$ cat config.mk
export PLATFORM = sky130hd
export DESIGN_NAME = tc6_rx_chunk_deframer_unit
export DESIGN_NICKNAME = d
export VERILOG_FILES = /design/src/rtl/tc6rx_pkg.sv /design/src/rtl/tc6_rx_chunk_deframer_unit.sv /design/src/rtl/tc6rx_buf.sv /design/src/rtl/tc6rx_desc_fifo.sv /design/src/rtl/tc6rx_front.sv /design/src/rtl/tc6rx_back.sv
export SDC_FILE = /design/constraint.sdc
export NUM_CORES = 1
export LEC_CHECK = 0
export CAP_MARGIN = 20
export CORE_MARGIN = 1.5
export CORE_UTILIZATION = 40
export CTS_BUF_LIST = sky130_fd_sc_hd__clkbuf_8
export DETAILED_ROUTE_END_ITERATION = 8
export DONT_BUFFER_PORTS = 1
export PLACE_DENSITY = 0.62
export REMOVE_ABC_BUFFERS = 1
export SLEW_MARGIN = 0
export SYNTH_ARGS = -nofsm -noshare
export SYNTH_HDL_FRONTEND = slang
export SYNTH_HIERARCHICAL = 1
export SYNTH_SLANG_ARGS = --single-unit
$ cat constraint.sdc
create_clock -name clk -period 7.7 [get_ports clk]
set_input_delay 0.385 -clock clk [delete_from_list [all_inputs] [get_ports clk]]
set_output_delay 0.385 -clock clk [all_outputs]
set_load 0.01 [all_outputs]
$ cat src/rtl/tc6rx_pkg.sv
// Package for the receive chunk deframer: sizes, footer bit positions,
// status codes and the descriptor that passes from the front end to the back end.
// No dependencies.
`default_nettype none
package tc6rx_pkg;

	localparam int CHUNK_BYTES     = 64;
	localparam int MAX_FRAME_LIMIT = 2048;

	localparam int BYTE_W  = 8;
	localparam int LEN_W   = 12;
	localparam int CFG_W   = 12;
	localparam int CHUNK_W = $clog2(CHUNK_BYTES);
	localparam int CNT_W   = $clog2(CHUNK_BYTES + 1);
	localparam int POS_W   = $clog2(CHUNK_BYTES + 4);
	localparam int LIM_W   = $clog2(MAX_FRAME_LIMIT + 1);
	localparam int CMP_W   = ((LEN_W > LIM_W) ? LEN_W : LIM_W) + 1;
	localparam int ADDR_W  = CHUNK_W + 1;
	localparam int BUF_DEPTH = 2 ** ADDR_W;

	localparam int FOOTER_W = 32;
	localparam int EBO_W    = 6;
	localparam int FTR_DV   = 21;
	localparam int FTR_SV   = 20;
	localparam int FTR_EV   = 14;
	localparam int FTR_EBO  = 8;

	localparam logic [CFG_W-1:0] MAX_FRAME_RESET = CFG_W'(1536);

	localparam int QDEPTH  = 2;
	localparam int QPTR_W  = $clog2(QDEPTH);
	localparam int QCNT_W  = $clog2(QDEPTH + 1);

	typedef enum logic [1:0] {
		ST_DATA  = 2'd0,
		ST_EMPTY = 2'd1,
		ST_START = 2'd2,
		ST_OVER  = 2'd3
	} status_t;

	// one classified chunk
	typedef struct packed {
		status_t            status;
		logic               bank;
		logic [CHUNK_W-1:0] last_idx;
		logic               first;
		logic               ev;
		logic [LEN_W-1:0]   total;
	} desc_t;

	// back end hands a drained buffer bank back to the front end
	typedef struct packed {
		logic valid;
		logic bank;
	} release_t;

endpackage
`default_nettype wire

$ cat src/rtl/tc6_rx_chunk_deframer_unit.sv
// Top level of the receive chunk deframer: configuration register and the
// wiring of front end, descriptor queue, payload buffer and back end. Depends on tc6rx_pkg.
//
// Use:
//   Input channel (in_valid / in_stall): one link byte per transaction,
//   rx_byte with chunk_first marking payload byte 0 of a chunk. A chunk is
//   CHUNK_BYTES payload bytes then a 4-byte big-endian footer.
//   Output channel (out_valid / out_stall): one result per transaction.
//   A good chunk gives EBO+1 bytes (end of frame) or the full payload; a
//   rejected chunk gives one status-only result with last_of_chunk set.
//   Configuration: max_frame_bytes is written on cfg_valid && cfg_ready;
//   cfg_ready is always high. Write only while idle.
// Timing:
//   Input takes one byte per cycle unless stalled. The last footer byte pushes a
//   chunk descriptor into the queue register; the output register then gives its
//   results, one per cycle unless out_stall holds. Payload sits in two buffer
//   banks, so one chunk drains while the next fills; the input stalls only when both
//   banks are held or the two-entry descriptor queue is full (receiver stalling for long).
// Reset:
//   arst_n clears position, footer, frame state, queue and output valid;
//   max_frame_bytes returns to 1536. Buffer contents are not cleared.
//   An output transaction stalled by out_stall holds its payload.
`default_nettype none
module tc6_rx_chunk_deframer_unit (
	input  wire logic                          clk,
	input  wire logic                          arst_n,
	input  wire logic                          in_valid,
	output logic                               in_stall,
	input  wire logic [tc6rx_pkg::BYTE_W-1:0]  rx_byte,
	input  wire logic                          chunk_first,
	output logic                               out_valid,
	input  wire logic                          out_stall,
	output logic      [tc6rx_pkg::BYTE_W-1:0]  data_byte,
	output logic                               frame_start,
	output logic                               frame_end,
	output logic      [1:0]                    status,
	output logic      [tc6rx_pkg::LEN_W-1:0]   frame_length,
	output logic                               last_of_chunk,
	input  wire logic                          cfg_valid,
	output logic                               cfg_ready,
	input  wire logic [tc6rx_pkg::CFG_W-1:0]   max_frame_bytes
);

	logic [tc6rx_pkg::CFG_W-1:0]  max_frame_q;

	logic                         q_full, q_empty, push, pop;
	tc6rx_pkg::desc_t             push_desc, head;
	tc6rx_pkg::release_t          rel;
	logic                         buf_we, buf_re;
	logic [tc6rx_pkg::ADDR_W-1:0] buf_waddr, buf_raddr;
	logic [tc6rx_pkg::BYTE_W-1:0] buf_rdata;

	// register write never waits
	assign cfg_ready = 1'b1;

	always_ff @(posedge clk or negedge arst_n) begin
		if (!arst_n) begin
			max_frame_q <= tc6rx_pkg::MAX_FRAME_RESET;
		end else if (cfg_valid && cfg_ready) begin
			max_frame_q <= max_frame_bytes;
		end
	end

	tc6rx_front u_front (
		.clk         (clk),
		.arst_n      (arst_n),
		.in_valid    (in_valid),
		.in_stall    (in_stall),
		.rx_byte     (rx_byte),
		.chunk_first (chunk_first),
		.max_frame_q (max_frame_q),
		.q_full      (q_full),
		.rel         (rel),
		.buf_we      (buf_we),
		.buf_waddr   (buf_waddr),
		.push        (push),
		.push_desc   (push_desc)
	);

	tc6rx_desc_fifo u_fifo (
		.clk       (clk),
		.arst_n    (arst_n),
		.push      (push),
		.push_desc (push_desc),
		.pop       (pop),
		.head      (head),
		.empty     (q_empty),
		.full      (q_full)
	);

	tc6rx_buf u_buf (
		.clk   (clk),
		.we    (buf_we),
		.waddr (buf_waddr),
		.wdata (rx_byte),
		.re    (buf_re),
		.raddr (buf_raddr),
		.rdata (buf_rdata)
	);

	tc6rx_back u_back (
		.clk           (clk),
		.arst_n        (arst_n),
		.head          (head),
		.q_empty       (q_empty),
		.pop           (pop),
		.rel           (rel),
		.buf_re        (buf_re),
		.buf_raddr     (buf_raddr),
		.buf_rdata     (buf_rdata),
		.out_valid     (out_valid),
		.out_stall     (out_stall),
		.data_byte     (data_byte),
		.frame_start   (frame_start),
		.frame_end     (frame_end),
		.status        (status),
		.frame_length  (frame_length),
		.last_of_chunk (last_of_chunk)
	);

endmodule
`default_nettype wire

$ cat src/rtl/tc6rx_buf.sv
// Two-bank chunk payload buffer: one write port, one registered read port.
// Depends on tc6rx_pkg.
`default_nettype none
module tc6rx_buf (
	input  wire logic                          clk,
	input  wire logic                          we,
	input  wire logic [tc6rx_pkg::ADDR_W-1:0]  waddr,
	input  wire logic [tc6rx_pkg::BYTE_W-1:0]  wdata,
	input  wire logic                          re,
	input  wire logic [tc6rx_pkg::ADDR_W-1:0]  raddr,
	output logic      [tc6rx_pkg::BYTE_W-1:0]  rdata
);

	logic [tc6rx_pkg::BYTE_W-1:0] mem [tc6rx_pkg::BUF_DEPTH];
	logic [tc6rx_pkg::BYTE_W-1:0] rdata_q;

	always_ff @(posedge clk) begin
		if (we) begin
			mem[waddr] <= wdata;
		end
		if (re) begin
			rdata_q <= mem[raddr];
		end
	end

	assign rdata = rdata_q;

endmodule
`default_nettype wire

$ cat src/rtl/tc6rx_desc_fifo.sv
// Short descriptor queue between the front end and the back end.
// Depends on tc6rx_pkg.
`default_nettype none
module tc6rx_desc_fifo (
	input  wire logic             clk,
	input  wire logic             arst_n,
	input  wire logic             push,
	input  wire tc6rx_pkg::desc_t push_desc,
	input  wire logic             pop,
	output tc6rx_pkg::desc_t      head,
	output logic                  empty,
	output logic                  full
);

	tc6rx_pkg::desc_t                slot_q [tc6rx_pkg::QDEPTH];
	logic [tc6rx_pkg::QPTR_W-1:0]    wptr_q;
	logic [tc6rx_pkg::QPTR_W-1:0]    rptr_q;
	logic [tc6rx_pkg::QCNT_W-1:0]    cnt_q;

	function automatic logic [tc6rx_pkg::QPTR_W-1:0] ptr_next(
		input logic [tc6rx_pkg::QPTR_W-1:0] p
	);
		return (p == tc6rx_pkg::QPTR_W'(tc6rx_pkg::QDEPTH - 1)) ?
			'0 : p + 1'b1;
	endfunction

	assign empty = (cnt_q == '0);
	assign full  = (cnt_q == tc6rx_pkg::QCNT_W'(tc6rx_pkg::QDEPTH));
	assign head  = slot_q[rptr_q];

	always_ff @(posedge clk) begin
		if (push) begin
			slot_q[wptr_q] <= push_desc;
		end
	end

	always_ff @(posedge clk or negedge arst_n) begin
		if (!arst_n) begin
			wptr_q <= '0;
			rptr_q <= '0;
			cnt_q  <= '0;
		end else begin
			if (push) begin
				wptr_q <= ptr_next(wptr_q);
			end
			if (pop) begin
				rptr_q <= ptr_next(rptr_q);
			end
			if (push && !pop) begin
				cnt_q <= cnt_q + 1'b1;
			end else if (pop && !push) begin
				cnt_q <= cnt_q - 1'b1;
			end
		end
	end

endmodule
`default_nettype wire

$ cat src/rtl/tc6rx_front.sv
// Front end: byte position, payload writes, footer collection and chunk
// classification against the frame state. Depends on tc6rx_pkg.
`default_nettype none
module tc6rx_front (
	input  wire logic                          clk,
	input  wire logic                          arst_n,
	input  wire logic                          in_valid,
	output logic                               in_stall,
	input  wire logic [tc6rx_pkg::BYTE_W-1:0]  rx_byte,
	input  wire logic                          chunk_first,
	input  wire logic [tc6rx_pkg::CFG_W-1:0]   max_frame_q,
	input  wire logic                          q_full,
	input  wire tc6rx_pkg::release_t           rel,
	output logic                               buf_we,
	output logic      [tc6rx_pkg::ADDR_W-1:0]  buf_waddr,
	output logic                               push,
	output tc6rx_pkg::desc_t                   push_desc
);

	logic [tc6rx_pkg::POS_W-1:0]  pos_q;
	logic [23:0]                  footer_q;
	logic [tc6rx_pkg::LEN_W-1:0]  frame_q;
	logic                         wbank_q;
	logic [1:0]                   busy_q;

	logic                            accept;
	logic [tc6rx_pkg::POS_W-1:0]     pos;
	logic                            is_payload;
	logic                            is_footer;
	logic [tc6rx_pkg::FOOTER_W-1:0]  footer;
	logic [tc6rx_pkg::CMP_W-1:0]     limit;
	logic                            over;
	logic                            dv, sv, ev;
	logic [tc6rx_pkg::EBO_W:0]       n_full;
	logic [tc6rx_pkg::CNT_W-1:0]     n;
	logic [tc6rx_pkg::LEN_W-1:0]     total;
	tc6rx_pkg::status_t              st;
	logic [1:0]                      busy_set;
	logic [1:0]                      busy_clr;

	// hold input while the bank to be filled is still draining, or no queue room
	assign in_stall = busy_q[wbank_q] || q_full;
	assign accept   = in_valid && !in_stall;

	assign pos        = chunk_first ? '0 : pos_q;
	assign is_payload = (pos < tc6rx_pkg::POS_W'(tc6rx_pkg::CHUNK_BYTES));
	assign is_footer  = !is_payload && (pos < tc6rx_pkg::POS_W'(tc6rx_pkg::CHUNK_BYTES + 3));

	assign buf_we    = accept && is_payload;
	assign buf_waddr = {wbank_q, pos[tc6rx_pkg::CHUNK_W-1:0]};

	assign footer = {footer_q, rx_byte};
	assign dv     = footer[tc6rx_pkg::FTR_DV];
	assign sv     = footer[tc6rx_pkg::FTR_SV];
	assign ev     = footer[tc6rx_pkg::FTR_EV];
	assign n_full = {1'b0, footer[tc6rx_pkg::FTR_EBO +: tc6rx_pkg::EBO_W]} + 1'b1;

	always_comb begin
		if (!ev) begin
			n = tc6rx_pkg::CNT_W'(tc6rx_pkg::CHUNK_BYTES);
		end else if (n_full > (tc6rx_pkg::EBO_W + 1)'(tc6rx_pkg::CHUNK_BYTES)) begin
			n = tc6rx_pkg::CNT_W'(tc6rx_pkg::CHUNK_BYTES);
		end else begin
			n = tc6rx_pkg::CNT_W'(n_full);
		end
	end

	assign total = frame_q + tc6rx_pkg::LEN_W'(n);

	always_comb begin
		if (max_frame_q > tc6rx_pkg::CFG_W'(tc6rx_pkg::MAX_FRAME_LIMIT)) begin
			limit = tc6rx_pkg::CMP_W'(tc6rx_pkg::MAX_FRAME_LIMIT);
		end else begin
			limit = tc6rx_pkg::CMP_W'(max_frame_q);
		end
	end

	assign over = (tc6rx_pkg::CMP_W'(frame_q) + tc6rx_pkg::CMP_W'(tc6rx_pkg::CHUNK_BYTES)) > limit;

	// checks in order: overflow, no valid data, start flag
	always_comb begin
		priority if (over) begin
			st = tc6rx_pkg::ST_OVER;
		end else if (!dv) begin
			st = tc6rx_pkg::ST_EMPTY;
		end else if ((frame_q == '0) != sv) begin
			st = tc6rx_pkg::ST_START;
		end else begin
			st = tc6rx_pkg::ST_DATA;
		end
	end

	assign push = accept && !is_payload && !is_footer;

	// bank held from a data push until the back end has read its last byte
	assign busy_set = (push && (st == tc6rx_pkg::ST_DATA)) ? (2'b01 << wbank_q) : 2'b00;
	assign busy_clr = rel.valid ? (2'b01 << rel.bank) : 2'b00;

	always_comb begin
		push_desc.status   = st;
		push_desc.bank     = wbank_q;
		push_desc.last_idx = (st == tc6rx_pkg::ST_DATA) ?
			tc6rx_pkg::CHUNK_W'(n - 1'b1) : '0;
		push_desc.first    = (frame_q == '0);
		push_desc.ev       = ev;
		push_desc.total    = total;
	end

	always_ff @(posedge clk or negedge arst_n) begin
		if (!arst_n) begin
			pos_q    <= '0;
			footer_q <= '0;
			frame_q  <= '0;
			wbank_q  <= 1'b0;
			busy_q   <= '0;
		end else begin
			busy_q <= (busy_q & ~busy_clr) | busy_set;
			if (accept) begin
				if (is_payload) begin
					pos_q <= pos + 1'b1;
				end else if (is_footer) begin
					pos_q    <= pos + 1'b1;
					footer_q <= {footer_q[15:0], rx_byte};
				end else begin
					pos_q    <= '0;
					footer_q <= '0;
					if (st == tc6rx_pkg::ST_DATA) begin
						frame_q <= ev ? '0 : total;
						wbank_q <= !wbank_q;
					end else begin
						frame_q <= '0;
					end
				end
			end
		end
	end

endmodule
`default_nettype wire

$ cat src/rtl/tc6rx_back.sv
// Back end: walks the head descriptor, reads buffered bytes and drives the
// output register. Depends on tc6rx_pkg.
`default_nettype none
module tc6rx_back (
	input  wire logic                          clk,
	input  wire logic                          arst_n,
	input  wire tc6rx_pkg::desc_t              head,
	input  wire logic                          q_empty,
	output logic                               pop,
	output tc6rx_pkg::release_t                rel,
	output logic                               buf_re,
	output logic      [tc6rx_pkg::ADDR_W-1:0]  buf_raddr,
	input  wire logic [tc6rx_pkg::BYTE_W-1:0]  buf_rdata,
	output logic                               out_valid,
	input  wire logic                          out_stall,
	output logic      [tc6rx_pkg::BYTE_W-1:0]  data_byte,
	output logic                               frame_start,
	output logic                               frame_end,
	output logic      [1:0]                    status,
	output logic      [tc6rx_pkg::LEN_W-1:0]   frame_length,
	output logic                               last_of_chunk
);

	logic [tc6rx_pkg::CHUNK_W-1:0] idx_q;
	logic                          out_valid_q;
	logic                          start_q, end_q, last_q;
	tc6rx_pkg::status_t            status_q;
	logic [tc6rx_pkg::LEN_W-1:0]   len_q;

	logic load;
	logic last;
	logic is_data;

	assign load    = !q_empty && (!out_valid_q || !out_stall);
	assign last    = (idx_q == head.last_idx);
	assign is_data = (head.status == tc6rx_pkg::ST_DATA);
	assign pop     = load && last;

	assign rel.valid = pop && is_data;
	assign rel.bank  = head.bank;

	assign buf_re    = load;
	assign buf_raddr = {head.bank, idx_q};

	always_ff @(posedge clk or negedge arst_n) begin
		if (!arst_n) begin
			idx_q       <= '0;
			out_valid_q <= 1'b0;
		end else begin
			if (load) begin
				out_valid_q <= 1'b1;
				idx_q       <= last ? '0 : idx_q + 1'b1;
			end else if (!out_stall) begin
				out_valid_q <= 1'b0;
			end
		end
	end

	always_ff @(posedge clk) begin
		if (load) begin
			status_q <= head.status;
			start_q  <= is_data && head.first && (idx_q == '0);
			end_q    <= is_data && head.ev && last;
			len_q    <= (is_data && head.ev && last) ? head.total : '0;
			last_q   <= last;
		end
	end

	assign out_valid     = out_valid_q;
	assign data_byte     = (status_q == tc6rx_pkg::ST_DATA) ? buf_rdata : '0;
	assign frame_start   = start_q;
	assign frame_end     = end_q;
	assign status        = status_q;
	assign frame_length  = len_q;
	assign last_of_chunk = last_q;

endmodule
`default_nettype wire

==> impl_summary.md, run 1 <==
Power
In this run the power density over the cells is around 310 nW/um2. The static leakage is around 17 nW. The worst ir drop on vdd is about 0.27 mV. The design draws roughly 16 mW.

STA
The accumulated negative setup slack is 0 ns. Of the available clock period, the critical path in the final layout requires 0.598. The post-layout minimum cycle time is 4.60 ns. The final worst clock skew is 0.0477 ns. Headroom to the max-slew limit came out at 0.239.

For the pin with the worst max-slew slack, the measured transition is 1.14 ns. The number of pins exceeding their max-slew limit in the final report came to 0. The count of final hold-check violations was 0. Derived from the worst setup path, the maximum achievable clock frequency is about 0.22 GHz. Setup repair after global routing left no endpoint under its margin. The final count of negative-setup-slack endpoints is 0.

Clocking
The clock passes through at most 3 buffers. The clock buffer count from CTS is between 150 and 200. The maximum level of the CTS H-tree is 4. In this run, post-CTS repair resized a total of 0 instances. The clock tree from TritonCTS is built.

The tree built by TritonCTS fans out to about 1100 sinks. The clock reaches the later pin of the worst-skew pair after 0.86 ns. After clock tree synthesis, the clock-pin slew on the worst setup and hold paths is about 0.06 ns. The root buffer cell is sky130_fd_sc_hd__clkbuf_8.

Cells and area
Of the cells placed in the final design, the portion with a size suffix greater than 1 is 0.282. The relative area change from synthesis to final layout is 12.1%. The library cells used most frequently in the layout, excluding fill and tap cells, are 1095 x sky130_fd_sc_hd__edfxtp_1, 336 x sky130_fd_sc_hd__mux4_2, 186 x sky130_fd_sc_hd__clkbuf_8. The sequential cells in the finished layout cover a total of roughly 34000 um2. After filler insertion, the fill cell instance count of the layout stands at approximately 9400. The net total in the final layout is roughly 2400. The most common cell after layout, fill and taps aside is sky130_fd_sc_hd__edfxtp_1. In the final layout, the multi-input gates occupy roughly 11000 um2.

Placed design
The half-perimeter wire length of the detailed placement result is between 60 and 70 mm. The last weighted congestion value of the routability-driven placer is 0.824. The number of buffers added on ports is 0.

Route
Wires add up to between 100 and 150 mm. Dividing the detail-routed via count by the number of cells gives 5.67. The number of design-rule violations left by the first detailed-router iteration is 2683. The first-pass iteration count of the detailed router is 5. The detailed-route wire length per cell is 27.5 um. The detail route stage leaves a number of antenna-violating nets equal to 0. The total number of vias is between 20000 and 25000. The number of design rule violations left after detail routing is 0.

Global route
The total overflow left after global routing is 0. In the global route stage, overall resource usage came out at 0.186. The first global-routing pass estimated around 160 mm of wire. The number of global-route vias before repair is ~23000. The maximum number of pins on one net before global-route repair is roughly 160. The initial antenna violation count came to 9.

Worst setup path
In this run the worst path has a maximum fanout of 14. For the worst setup path, the data arrival time is a little over 5 ns. The path type of the worst setup path is register to register. The worst setup path is launched from a register. For flop-to-flop paths, the worst setup slack is ~3.1 ns. The data required time at the worst endpoint is between 8 and 9 ns.

The number of cells on the worst reg-to-reg path is 7. The launch instance of the worst register-to-register path is u_front/wbank_q. STA classifies the critical path endpoint as a register.

The worst register-to-register path ends at u_buf/mem[30][3].

Die
The die covers 118000 um2. The die height is ~340 um. The standard cell core area is roughly 110000 um2. The die outline width is between 300 and 400 um. The number of rows in the core area is ~120. The number of I/O pins is 54. For this configuration, the core starts out at a cell density of 0.404.

Yosys
The mapped cell area is between 40000 and 50000 um2. The cell count after synthesis is ~2200. Dividing the synthesized area by the synthesized cell count gives between 20 and 25 um2. Of the synthesized area, sequential elements account for 0.741. The fraction of registers with async set or reset after synthesis is 0.0470.

The biggest area contributor in the post-synthesis netlist is sky130_fd_sc_hd__edfxtp_1. The number of enable flip-flop cells after synthesis is roughly 1100. The number of warnings reported in the yosys synthesis log is 6.

After synthesis, the cell types taking the most area are sky130_fd_sc_hd__edfxtp_1 71%, sky130_fd_sc_hd__mux4_2 16%, sky130_fd_sc_hd__dfrtp_1 2.8%, sky130_fd_sc_hd__nor2_1 1.2%, sky130_fd_sc_hd__mux2_4 0.94%. Yosys mapped the design onto 84 distinct sky130hd cell types. In this run, synthesis produced a sequential element count of ~1100. The share of synthesized area in the top cell type comes to 0.712. The most instantiated flip-flop cell in the synthesis netlist is sky130_fd_sc_hd__edfxtp_1.

Status
The flow ran to the end, and the final reports show no timing, DRC or antenna violations.

Min path
The worst hold path begins at rx_byte[6]. The worst-case hold path end point is u_buf/mem[92][6]. The number of cells traversed by the worst hold path is 1. The class of the worst hold path is primary input to register.

Job
The number of violations of the max-capacitance limit is 0.
-- area by class of cell --
cell class,instances,share of cell area
diodes,2,0.0000967
clock buffers,186,0.0495
clock inverters,133,0.0161
inverters,37,0.00268
multi-input cells,879,0.217
flip-flops and latches,1149,0.662
well taps,1512,0.0365
repair buffers,70,0.0165
-- per-layer routing --
layer / GRT usage / vias up / wire length (um)
met5: 0 / - / 55
met4: 0.0560 / 8 / 2320
met3: 0.0552 / 175 / 9570
met2: 0.291 / 1071 / 52200
met1: 0.254 / 11900 / 44800
li1: - / 9303 / -
-- report_power, final --
part | total (mW) | internal (mW) | switching (mW) | leakage (nW)
combinational | 4.20 | 2.07 | 2.13 | 4.05
sequential | 7.15 | 6.97 | 0.182 | 10.6
clock | 4.88 | 2.52 | 2.36 | 1.92
-- sequential cells by signal, summed over array words and instances (netlist names) --
| name | flops |
|---|---|
| u_fifo/slot_q | 46 |
| u_fifo/rptr_q | 1 |
| u_fifo/cnt_q | 2 |
| u_front/footer_q | 9 |
| u_front/wbank_q | 1 |
| u_front/frame_q | 12 |
| u_buf/rdata | 8 |
| max_frame_q | 12 |
| u_front/pos_q | 7 |
| u_back/idx_q | 6 |
| u_back/frame_length | 12 |
| u_back/last_of_chunk | 1 |
| u_back/frame_end | 1 |
| u_back/status | 2 |
| u_front/busy_q | 2 |
| u_back/out_valid | 1 |
| u_fifo/wptr_q | 1 |
| u_buf/mem | 1024 |
| u_back/frame_start | 1 |
-- logic make-up after synthesis --
kind of cell / Yosys count / share of synthesized area
DFF: 1149 / 0.741
muxes: 382 / 0.178
AOI/OAI and AO/OA: 87 / 0.0147
and+or+nand+nor: 348 / 0.0365
xor gates and xnor gates: 33 / 0.00626
buffers and inverters: 154 / 0.0159
other: 1 / 0.0000812
adders and majority gates: 28 / 0.00769
-- cells in the mapped netlist (19+ instances only) --
| library cell | number |
|---|---|
| sky130_fd_sc_hd__buf_1 | 19 |
| sky130_fd_sc_hd__buf_2 | 24 |
| sky130_fd_sc_hd__clkbuf_1 | 51 |
| sky130_fd_sc_hd__dfrtp_1 | 52 |
| sky130_fd_sc_hd__edfxtp_1 | 1095 |
| sky130_fd_sc_hd__ha_1 | 26 |
| sky130_fd_sc_hd__inv_1 | 35 |
| sky130_fd_sc_hd__mux2_4 | 29 |
| sky130_fd_sc_hd__mux4_2 | 336 |
| sky130_fd_sc_hd__nand2_1 | 64 |
| sky130_fd_sc_hd__nand3_1 | 25 |
| sky130_fd_sc_hd__nor2_1 | 153 |
| sky130_fd_sc_hd__nor2b_1 | 19 |
| sky130_fd_sc_hd__xnor2_1 | 20 |
-- repair_timing --
action	in CTS	in global routing
hold endpoints to repair	1112	8
buffers inserted	0	0
hold buffers	38	3
-- worst max-delay path by stage --
stage	from	to	slack, ns	cells after the start
finish	u_front/wbank_q	u_buf/mem[30][3]	3.10	7
global route	u_front/wbank_q	u_buf/mem[118][0]	2.81	7
CTS	u_front/wbank_q	u_buf/mem[118][2]	3.19	7
detailed placement	u_front/wbank_q	u_buf/mem[118][1]	3.20	7
global placement	u_front/wbank_q	u_buf/mem[30][1]	3.31	7
floorplan	u_back/idx_q[0]	u_buf/rdata[0]	-4.20	4
-- critical path: stages (launching register included) --
cell and delay, ns:
sky130_fd_sc_hd__dfrtp_1 0.64, sky130_fd_sc_hd__mux2i_1 0.31, sky130_fd_sc_hd__nor2b_1 0.28, sky130_fd_sc_hd__nand2_1 0.33
sky130_fd_sc_hd__nor2_1 0.73, sky130_fd_sc_hd__nor2b_1 0.37, sky130_fd_sc_hd__nand3_2 0.71, sky130_fd_sc_hd__nor2_1 0.88
-- metrics by stage --
stage	area [um2]	setup WS, ns	hold WS, ns	util	cells
6_report	51800	3.10	0.0312	0.453	3968
5_1_grt	51800	2.81	0.0251	0.453	3967
4_1_cts	51600	3.19	0.0145	0.452	3955
3_5_place_dp	47700	3.20	0.0910	0.417	3598
3_3_place_gp	47700	3.31	0.0909	0.417	3598
2_1_floorplan	45600	-4.20	0.0894	-	2065
(Power assumes the default switching activity.)
==> inputs of run 2 (changes only) <==
PLACE_DENSITY = 0.64   (was 0.62)
clock period = 3.7 ns   (was 7.7 ns; I/O delays follow)
==> run 2 against run 1 <==
Net effect:
- utilization increased by 1.0 points
- clock power increased by 100%
- wire length decreased by 6.4%
- largest cell class unchanged
==> impl_summary.md, run 2 (same netlist as run 1, synthesis figures left out) <==
Status
The flow ran to the end, and the final reports show no timing, DRC or antenna violations.

STA
The final count of negative-setup-slack endpoints was 0 (unchanged). The number of pins exceeding their max-slew limit in the final report was 0 (unchanged). The portion of the clock cycle consumed by the worst path in the final layout is 0.925 (+0.327). The relative slew slack is 0.359 (+0.120). The post-layout minimum cycle time is 3.42 ns (-1.18 ns).

The transition time of the tightest slew-check pin is 0.959 ns (-0.179 ns). Setup repair after global routing left no endpoint under its margin. The count of final hold-check violations is 0 (unchanged).

The top achievable clock speed is 0.292 GHz (+34%). The final worst clock skew is 0.0551 ns (+0.00737 ns).

Clocking
The clock buffer count from CTS is 182 (unchanged). The root buffer cell is sky130_fd_sc_hd__clkbuf_8. The buffer levels on the longest clock path was 3 (unchanged). The clock tree from TritonCTS is built.

The total of hold buffers inserted after clock tree synthesis is 50 (+32%). The sink count of the clock tree is 1149 (unchanged). The insertion delay to the later sink of the worst-skew pair is 0.84 ns (-0.02 ns).

The maximum level of the CTS H-tree came to 4 (unchanged). The CTS clock-pin slew for the worst setup and hold paths is 0.07 ns (about the same). The number of buffers inserted to repair setup after CTS is 0 (unchanged). The post-CTS resize count is 0 (unchanged).

Route
The ratio of routed vias to standard cells was 5.49 (-3.1%). The detailed-route wire length per cell is 24.8 um (-9.7%). The final wirelength is 102 mm (-6.4%). The residual antenna-violating net count after detailed routing came to 0 (unchanged). The first-pass iteration count of the detailed router is 6 (+1). The number of design rule violations left after detail routing is 0 (unchanged). The number of design-rule violations left by the first detailed-router iteration is 1993 (-26%). The total number of vias is 22600 (+0.35%).

Die
The standard cell core area is 114000 um2 (unchanged). The number of rows in the core area is 124 (unchanged). The number of I/O pins is 54 (unchanged). The effective utilization at floorplan is 0.404 (unchanged).

The die height is 343 um (unchanged). The area of the die is 118000 um2 (unchanged). The die outline width was 343 um (unchanged).

Cells and area
The library cells used most frequently in the layout, excluding fill and tap cells, are 1095 x sky130_fd_sc_hd__edfxtp_1, 336 x sky130_fd_sc_hd__mux4_2, 187 x sky130_fd_sc_hd__clkbuf_8. The fraction of the core area covered by cells at the end of the flow is 0.463 (+0.0100). The number of fillers in the final layout is 9377 (+0.075%). The design area is 52900 um2 (+2.2%). The net total in the final layout is 2504 (+5.6%).

The share of post-route cells with drive strength above 1 is 0.310 (+0.0286). Leaving out fill and tap cells, the most frequent cell in the layout is sky130_fd_sc_hd__edfxtp_1. The relative area change from synthesis to final layout is 14.6%.

The largest registers in the layout are u_buf/mem x1024, u_fifo/slot_q x46. The most flop-heavy register is u_buf/mem. The flip-flop count of the largest register after layout was 1024 (unchanged).

Power
The switching share of power is 0.286 (-0.00192). The power per standard cell area was 641 nW/um2 (+100%). The sequential cell fraction of total power is 0.440 (about the same). The switching power summed over all nets is 9.69 mW (+110%).

The worst ir drop on vdd is 0.417 mV (+53%). The static leakage was 17.3 nW (+4.7%). The total internal power was 24.2 mW (+110%). The logic gate share of total power is 0.266 (+0.007). The clock power share is 0.295 (-0.006).

Placed design
The last weighted congestion value of the routability-driven placer is 0.836 (+1.5%). The number of buffers added on ports is 0 (unchanged). The placed instance area is 48800 um2 (+2.4%). The half-perimeter wire length of the detailed placement result was 62.8 mm (-1.8%).

Worst setup path
The type of element capturing the critical path is a register. The critical path goes through mux2i_1 > nor2b_1 > nand2_1 > nor2_1 > nor2b_1 > nand2_1 > nor2_1. The largest individual stage delay along the critical path comes from the cell sky130_fd_sc_hd__nor2_1. The largest stage delay on the critical path is 0.83 ns (-0.05 ns). The critical path is of the register to register type. The highest fanout seen on the critical path is 8 (-6).

The arrival time reported for the critical path endpoint was 3.86 ns (-1.23 ns). STA classifies the critical path startpoint as a register. The data required time at the worst endpoint is 4.14 ns (-4.04 ns).

Global route
The initial antenna violation count is 5 (-4). The maximum number of pins on one net before global-route repair is 130 (-21%). The global-route wire length before repair came to 153 mm (-3.5%).

The number of global-route vias before repair is 23700 (+2.9%). The total congestion overflow after global routing is 0 (unchanged). The total routing usage reported by global routing is 0.176 (-0.0106).

Min path
The min-delay analysis places its worst path in the category primary input to register.

Job
The number of violations of the max-capacitance limit is 0 (unchanged).
## run 2: cell types whose count changed in the layout (fill, tap and decap cells not counted), moves of 2 or more
cell and delta:
sky130_fd_sc_hd__clkbuf_4 -2, sky130_fd_sc_hd__bufinv_16 -2, sky130_fd_sc_hd__clkinv_1 +4, sky130_fd_sc_hd__inv_1 +13, sky130_fd_sc_hd__buf_12 +13, sky130_fd_sc_hd__nand3_1 +2, sky130_fd_sc_hd__clkinv_2 -4, sky130_fd_sc_hd__nand3_2 -2
sky130_fd_sc_hd__dlygate4sd3_1 +8, sky130_fd_sc_hd__buf_4 +117, sky130_fd_sc_hd__buf_2 -3, sky130_fd_sc_hd__inv_8 -2
## run 2: per-stage QoR
step	TNS (ns)	setup slack, ns	power, mW	cells	hold slack [ns]
after floorplan	-259.75	-8.20	20.0	2065	-0.111
after global routing	0	0.200	35.2	4108	0.159
after global placement	0	0.411	23.9	3728	-0.109
final	0	0.277	33.9	4109	0.184
after detailed placement	0	0.366	24.0	3728	-0.109
after CTS	0	0.322	34.3	4106	0.0690
## run 2: routing by layer
layer	global-route usage	part of all wire	wire, um	vias to the layer above
li1	-	-	-	9577
met1	0.237	0.41	42100	12000
met2	0.291	0.50	50900	802
met3	0.0310	0.065	6630	155
met4	0.0557	0.022	2260	0
met5	0	0	0	-
## run 2: path summary, 6_finish.rpt
kind | from | endpoint | slack (ns) | cells past startpoint
min reg2reg | u_front/pos_q[1] | u_front/pos_q[1] | 0.49 | 2
max reg2reg | u_front/wbank_q | u_buf/mem[4][2] | 0.28 | 7
max | u_front/wbank_q | u_buf/mem[4][2] | 0.28 | 7
max in group asynchronous | arst_n | max_frame_q[8] | 2.87 | 4
min | chunk_first | u_buf/mem[100][3] | 0.18 | 4
min in group asynchronous | arst_n | u_back/out_valid | 0.53 | 4
## run 2: critical path, delay by kind of cell, from the launching register on
kind / cells / cell delay (ns)
multiplexers: 1 / 0.26
flip-flops: 1 / 0.36
AND/OR/NAND/NOR: 6 / 2.41
## run 2: power groups by stage
| stage | Combinational [mW] | Sequential (mW) | Clock, mW |
|---|---|---|---|
| floorplan | 4.39 | 15.7 | 0 |
| global placement | 8.70 | 15.2 | 0 |
| detailed placement | 8.80 | 15.2 | 0 |
| CTS | 9.11 | 14.9 | 10.3 |
| global route | 9.47 | 14.9 | 10.8 |
| finish | 9.00 | 14.9 | 9.99 |
## run 2: area by class of cell
class	count	area, um2	share of cell area
flip-flops and latches	1149	34200	0.647
inverters	37	139	0.00262
multi-input cells	879	11200	0.212
clock inverters	141	796	0.0150
clock buffers	187	2570	0.0486
repair buffers	202	2040	0.0385
well taps	1512	1890	0.0358
diodes	2	5.00	0.0000946
